### src/hdl/hs1d_pkg.sv
// hs1d_pkg: sequencer states, register indexes and the three-point stencil
// used by the explicit heat stencil block.
// No dependencies.
package hs1d_pkg;

	typedef enum logic [2:0] {
		ST_LOAD,
		ST_BOUND,
		ST_SWEEP,
		ST_FLUSH,
		ST_OUT
	} state_t;

	localparam int unsigned REG_IDX_W = 2;
	localparam logic [REG_IDX_W-1:0] REG_LEFT  = 2'd0;
	localparam logic [REG_IDX_W-1:0] REG_RIGHT = 2'd1;
	localparam logic [REG_IDX_W-1:0] REG_STEPS = 2'd2;

	localparam int unsigned TEMP_W  = 32;
	localparam int unsigned STEPS_W = 20;

	// floor((l + 2c + r) / 4); dropping the two low bits of the signed sum is the floor
	function automatic logic [TEMP_W-1:0] stencil(
		input logic [TEMP_W-1:0] l,
		input logic [TEMP_W-1:0] c,
		input logic [TEMP_W-1:0] r
	);
		logic [TEMP_W+1:0] sum;
		sum = {{2{l[TEMP_W-1]}}, l} + {c[TEMP_W-1], c, 1'b0} + {{2{r[TEMP_W-1]}}, r};
		return sum[TEMP_W+1:2];
	endfunction

endpackage

### src/hdl/explicit_heat_stencil_1d.sv
// explicit_heat_stencil_1d: 1-D explicit heat stencil over a CELLS-entry store,
// swept in place by one shared stencil adder under a small sequencer.
// Depends on hs1d_pkg.
//
//  channel  | handshake                | payload
//  ---------+--------------------------+-------------------------------
//  load     | load_valid / load_stall  | temperature
//  result   | result_valid/result_stall| cell_temperature, last_cell
//  cfg      | cfg_valid / cfg_ready    | cfg_index, cfg_data
//
// Loading takes one word per cycle; load_stall is high from the last cell on.
// During the run one store read port feeds the stencil adder one cell per cycle per step.
// Results leave one word per cycle unless result_stall holds them.
// Reset clears the sequencer and registers; the store itself is not cleared.
module explicit_heat_stencil_1d #(
	parameter int unsigned CELLS = 64
) (
	input  logic                               clk,
	input  logic                               arst_n,
	input  logic                               load_valid,
	output logic                               load_stall,
	input  logic signed [hs1d_pkg::TEMP_W-1:0] temperature,
	output logic                               result_valid,
	input  logic                               result_stall,
	output logic signed [hs1d_pkg::TEMP_W-1:0] cell_temperature,
	output logic                               last_cell,
	input  logic                               cfg_valid,
	output logic                               cfg_ready,
	input  logic [hs1d_pkg::REG_IDX_W-1:0]     cfg_index,
	input  logic [hs1d_pkg::TEMP_W-1:0]        cfg_data
);

	localparam int unsigned IW = $clog2(CELLS);
	localparam logic [IW-1:0] LAST = IW'(CELLS - 1);

	hs1d_pkg::state_t state_q, state_nx;

	logic [hs1d_pkg::TEMP_W-1:0]  left_q, right_q;
	logic [hs1d_pkg::STEPS_W-1:0] step_count_q, steps_q;
	logic [IW-1:0]                load_q, addr_q, ra_q;
	logic                         rv_s1, ov_q;
	logic [hs1d_pkg::TEMP_W-1:0]  store [CELLS];
	logic [hs1d_pkg::TEMP_W-1:0]  mem_rd_q;
	logic [hs1d_pkg::TEMP_W-1:0]  win_l_q, win_c_q;

	logic                         load_fire, out_fire, last_step, last_taken;
	logic                         we, rd_en;
	logic [IW-1:0]                wa;
	logic [hs1d_pkg::TEMP_W-1:0]  wd;

	assign cfg_ready = 1'b1;
	assign load_fire = load_valid && !load_stall;
	assign out_fire  = result_valid && !result_stall;
	assign last_step = ({1'b0, steps_q} + 21'd1) == {1'b0, step_count_q};
	assign last_taken = out_fire && (ra_q == LAST);

	// next state
	always_comb begin
		state_nx = state_q;
		case (state_q)
			hs1d_pkg::ST_LOAD: begin
				if (load_fire && load_q == LAST) state_nx = hs1d_pkg::ST_BOUND;
			end
			hs1d_pkg::ST_BOUND: begin
				state_nx = (step_count_q == '0) ? hs1d_pkg::ST_OUT : hs1d_pkg::ST_SWEEP;
			end
			hs1d_pkg::ST_SWEEP: begin
				if (addr_q == LAST && last_step) state_nx = hs1d_pkg::ST_FLUSH;
			end
			hs1d_pkg::ST_FLUSH: begin
				state_nx = hs1d_pkg::ST_OUT;
			end
			hs1d_pkg::ST_OUT: begin
				if (last_taken) state_nx = hs1d_pkg::ST_LOAD;
			end
			default: begin
				state_nx = hs1d_pkg::ST_LOAD;
			end
		endcase
	end

	// outputs of the sequencer: load stall, store write port and read enable
	always_comb begin
		load_stall = 1'b1;
		we    = 1'b0;
		wa    = ra_q - IW'(1);
		wd    = hs1d_pkg::stencil(win_l_q, win_c_q, mem_rd_q);
		rd_en = 1'b0;
		case (state_q)
			hs1d_pkg::ST_LOAD: begin
				load_stall = 1'b0;
				we = load_fire;
				wa = load_q;
				// the right end cell takes the boundary instead of the loaded word
				wd = (load_q == LAST) ? right_q : temperature;
			end
			hs1d_pkg::ST_BOUND: begin
				we = 1'b1;
				wa = '0;
				wd = left_q;
			end
			hs1d_pkg::ST_SWEEP: begin
				rd_en = 1'b1;
				we = rv_s1 && (ra_q >= IW'(2));
			end
			hs1d_pkg::ST_FLUSH: begin
				we = rv_s1 && (ra_q >= IW'(2));
			end
			hs1d_pkg::ST_OUT: begin
				rd_en = (!ov_q || !result_stall) && !(ov_q && ra_q == LAST);
			end
			default: begin
				load_stall = 1'b1;
			end
		endcase
	end

	always_ff @(posedge clk or negedge arst_n) begin
		if (!arst_n) begin
			state_q      <= hs1d_pkg::ST_LOAD;
			left_q       <= '0;
			right_q      <= '0;
			step_count_q <= '0;
			load_q       <= '0;
			addr_q       <= '0;
			steps_q      <= '0;
			ra_q         <= '0;
			rv_s1        <= 1'b0;
			ov_q         <= 1'b0;
		end else begin
			state_q <= state_nx;
			if (cfg_valid && cfg_ready) begin
				case (cfg_index)
					hs1d_pkg::REG_LEFT:  left_q <= cfg_data;
					hs1d_pkg::REG_RIGHT: right_q <= cfg_data;
					hs1d_pkg::REG_STEPS: step_count_q <= cfg_data[hs1d_pkg::STEPS_W-1:0];
					default: ;
				endcase
			end
			if (load_fire) load_q <= (load_q == LAST) ? '0 : load_q + IW'(1);
			if (state_q == hs1d_pkg::ST_BOUND) begin
				addr_q  <= '0;
				steps_q <= '0;
			end else if (state_q == hs1d_pkg::ST_FLUSH) begin
				addr_q <= '0;
			end else if (rd_en) begin
				addr_q <= (addr_q == LAST) ? '0 : addr_q + IW'(1);
				if (state_q == hs1d_pkg::ST_SWEEP && addr_q == LAST)
					steps_q <= steps_q + hs1d_pkg::STEPS_W'(1);
			end
			if (rd_en) ra_q <= addr_q;
			rv_s1 <= (state_q == hs1d_pkg::ST_SWEEP);
			if (state_q == hs1d_pkg::ST_OUT && rd_en) ov_q <= 1'b1;
			else if (!result_stall) ov_q <= 1'b0;
		end
	end

	// cell store: one write and one registered read per cycle; mem_rd_q is also the
	// result word register
	always_ff @(posedge clk) begin
		if (we) store[wa] <= wd;
		if (rd_en) mem_rd_q <= store[addr_q];
	end

	// sliding window holds the previous step's left and centre cells
	always_ff @(posedge clk) begin
		if (rv_s1) begin
			win_l_q <= win_c_q;
			win_c_q <= mem_rd_q;
		end
	end

	assign result_valid     = ov_q;
	assign cell_temperature = $signed(mem_rd_q);
	assign last_cell        = (ra_q == LAST);

	a_out_only_in_out: assert property (@(posedge clk) disable iff (!arst_n)
		result_valid |-> state_q == hs1d_pkg::ST_OUT)
		else $error("result word outside output phase");

	a_sweep_keeps_ends: assert property (@(posedge clk) disable iff (!arst_n)
		((state_q == hs1d_pkg::ST_SWEEP || state_q == hs1d_pkg::ST_FLUSH) && we)
		|-> (wa != '0 && wa != LAST))
		else $error("sweep wrote a boundary cell");

	a_last_ends_run: assert property (@(posedge clk) disable iff (!arst_n)
		(out_fire && last_cell) |=> (!result_valid && state_q == hs1d_pkg::ST_LOAD))
		else $error("result after last cell");

	a_no_load_while_busy: assert property (@(posedge clk) disable iff (!arst_n)
		(state_q != hs1d_pkg::ST_LOAD) |-> load_stall)
		else $error("load taken while busy");

endmodule

### config.mk
export PLATFORM = sky130hd
export DESIGN_NAME = explicit_heat_stencil_1d
export DESIGN_NICKNAME = d
export VERILOG_FILES = /design/src/hdl/hs1d_pkg.sv /design/src/hdl/explicit_heat_stencil_1d.sv
export SDC_FILE = /design/constraint.sdc
export NUM_CORES = 2
export LEC_CHECK = 0
export BUFFER_PORTS_ARGS = -buffer_cell sky130_fd_sc_hd__buf_2
export CAP_MARGIN = 20
export CORE_MARGIN = 4
export CORE_UTILIZATION = 30
export CTS_BUF_LIST = sky130_fd_sc_hd__clkbuf_8
export DETAILED_ROUTE_END_ITERATION = 16
export GPL_ROUTABILITY_DRIVEN = 0
export SETUP_SLACK_MARGIN = 0.2
export SLEW_MARGIN = 20
export SYNTH_ARGS = -nofsm -noshare
export SYNTH_HDL_FRONTEND = slang
export SYNTH_SLANG_ARGS = --single-unit
### constraint.sdc
create_clock -name clk -period 10.35 [get_ports clk]
set_input_delay 1.035 -clock clk [delete_from_list [all_inputs] [get_ports clk]]
set_output_delay 1.035 -clock clk [all_outputs]
set_load 0.005 [all_outputs]
==> results.md <==
- Status: finished, final reports clean
- Vias in the first global route: 47002
- Final Hold Fails: 0
- Clk root buf: clkbuf_8
- Power density cells: 314 mW/mm^2
- Transition time of the tightest slew-check pin: between 1 and 1.5 ns
- Die area: 0.310 mm^2
- CTS tree: done
- Synth top area cells: edfxtp_1 (71%), mux4_2 (12%), dfrtp_1 (3.5%), mux2i_1 (2.3%), mux2_2 (1.8%)
- Sequential share of the synthesized area: 74.8%
- Max Cap Viol: 0
- Layout Nets: roughly 5000
- Largest net degree at the start of global routing: 136
- Setup bufs post-CTS: 0
- Max Slew Vio Count: 0
- Final min period: ~4.8 ns
- Mean number of vias per cell: 5.22
- DR vias: around 48000
- Die height: 557 um
- Final setup vio count: 0
- Hold Slack: approximately 0.25 ns
- Worst hold path type: in2reg
- CP max stage cell: buf_4
- Worst-skew pair later-pin latency: 1.07 ns
- Std cell rows: 201
- Syn avg cell area: 20.3 um^2
- Post-DP Area: 0.0969 mm^2
- Design area: about 0.10 mm^2
- Layout cells sized above 1: 28.2%
- WP data arrival: approximately 5.5 ns
- Static Leak: 33.0 nW
- Commonest non-fill, non-tap cells in the layout: edfxtp_1 (2144), mux4_2 (495), clkbuf_8 (393)
- Placed insts: 8413
- Required @ worst endpoint: 11.06 ns
- Syn Inst Count: 4450
- Synthesized Nets: 4591
- YS warnings: 0
- Detailed Routing Iterations Pass 1: 5
- CP bufs+invs: 2
- Most common cell after layout, fill and taps aside: edfxtp_1
- Library cells used by synthesis: 59
- Antenna viol nets, final: 0
- Period utilization: a little under half
- Synth top area share: 71.3%
- Num Clock Sinks: 2271
- Routed WL: 245000 um
- I/O pin count: 107
- CP Launch Type: flip-flop
- Overall Power: approximately 33 mW
- Initial antenna violation count: 14
- Clk buf depth: 4
- EDFF count, synth: 2144
- Clock-pin slew on the worst setup and hold paths: 0.06 ns
- Final WS setup: 5.56 ns
- CP cell instances: inv_1 -> fa_1 -> nor2_1 -> fa_1 -> a21o_1 -> and4_1 -> o21ai_0 -> nand2_1 -> a21oi_1 -> nand2_1 -> xnor2_1 -> o221ai_4 -> buf_4
- Slowest Stage Delay on Critical Path: 0.66 ns
- Gr usage total: 15.4%
- Post-Route Setup TNS: 0 ns
- Initial core utilization: between 30% and 40%
- Wire per inst: 27.0 um
- Leading area contributor after synthesis: edfxtp_1
- Slew margin rel.: between 10% and 20%
- Most used flip-flop cell after synthesis: edfxtp_1
- CP top delay family: compound AO/OA/AOI/OAI gates
- Area grow syn2layout: 14.8%
- Crit Path Class: reg2reg
- Dpl hpwl: between 100000 and 150000 um
- Synth async-reset ratio: 5.59%
- I/O Buffers: 105
- TritonCTS Buffers: 381
- Post-route insts no fill: 9097
- Post-synthesis sequential element count: 2271
- Core box area: 0.300 mm^2
- RSZ-0062 raised after global routing: false
- Mapped cell area: 0.0903 mm^2
- Worst VDD drop: ~0.51 mV
- Crit-path max FO: 64
- Fill cells: 27824
- Fmax: 209 MHz
- H-tree depth: 5
- Worst Skew: 0.0822 ns
- First-pass GRT wire length: 348000 um
- Crit end category: flip-flop
- Drt initial violations: 5644
- Final Core Density: 34.6%
- Die X: 557 um
- Post-Place Worst Slack: 5.60 ns
- Total congestion overflow: 0
- DRC: 0
[synth_stat cells, drive strengths merged, types with 38 or more instances]
master  count
mux2i     206
buf       105
mux2      143
nand2     184
o221ai     84
xnor2      38
clkbuf    126
a21oi     173
o22ai      60
mux4      495
edfxtp   2144
nor2      119
o21ai     117
dfrtp     127
[metal layers]
metal  part of all wire, %  wire length [um]  up-vias  track usage [%]
met5                     0                 0        -                0
met2                    46            114000     2328             23.9
li1                      -                 -    19303                -
met3                   8.6             21000      349             2.67
met1                    43            105000    25543             22.3
met4                   2.4              5900        0             4.41
[kinds of logic (layout without fill, tap and decap cells)]
logic type / after synthesis / in the layout / share of synthesized area (%)
AO/OA/AOI/OAI: 523 / 523 / 3.60
XOR/XNOR: 64 / 64 / 0.621
adder cells (fa/ha/maj): 70 / 70 / 1.24
buffers and inverters: 253 / 928 / 1.22
flip-flops: 2271 / 2271 / 74.8
multiplexers: 844 / 844 / 16.4
other: 1 / 15 / 0.00415
AND/OR/NAND/NOR: 424 / 424 / 2.07
[where the power goes]
| part | switching [mW] | leakage, nW | internal [mW] |
|---|---|---|---|
| registers | 0.421 | 20.9 | 14.6 |
| clock network | 3.49 | 3.92 | 3.71 |
| logic | 7.65 | 8.25 | 2.76 |
| total | 11.6 | 33.0 | 21.0 |
[worst reg2reg max path, cell delays in order (launching register included)]
cell and delay [ns]:
edfxtp_1 0.63, inv_1 0.13, fa_1 0.58, nor2_1 0.07
fa_1 0.46, a21o_1 0.19, and4_1 0.22, o21ai_0 0.34
nand2_1 0.23, a21oi_1 0.35, nand2_1 0.12, xnor2_1 0.21
o221ai_4 0.18, buf_4 0.66
[layout make-up]
cell class / instances / area (um^2) / share of cell area [%]
Clock inverter: 276 / 1350 / 1.30
Tap cell: 3958 / 4950 / 4.78
Sequential cell: 2271 / 67600 / 65.2
Multi-Input combinational cell: 1926 / 22700 / 21.9
Clock buffer: 393 / 5410 / 5.22
Inverter: 22 / 82.6 / 0.0796
Antenna cell: 14 / 35.0 / 0.0338
Timing Repair Buffer: 237 / 1630 / 1.58
[sequential cells by signal, indices dropped and copies added (netlist names)]
register and flops:
right_q 32, ra_q 6, steps_q 20, result_valid 1, store 2048, state_q 3
load_q 6, win_l_q 32, rv_s1 1, left_q 32, addr_q 6, cell_temperature 32
win_c_q 32, step_count_q 20
[timing repair]
action,4_1_cts,5_1_grt
endpoints found under the setup margin,0,0
hold buffers,1,0
hold endpoints to repair,34,0
gates resized for setup,0,0
[final timing paths]
path | startpoint | endpoint | slack, ns | cells after the start
min in group asynchronous | arst_n | right_q[10] | 0.56 | 2
max in group asynchronous | arst_n | addr_q[1] | 8.70 | 3
setup reg to reg | cell_temperature[1] | store[59][21] | 5.56 | 13
hold / removal | cfg_data[25] | right_q[25] | 0.25 | 2
setup / recovery | cell_temperature[1] | store[59][21] | 5.56 | 13
hold reg to reg | win_c_q[12] | win_l_q[12] | 0.46 | 0
(Power assumes the default switching activity.)
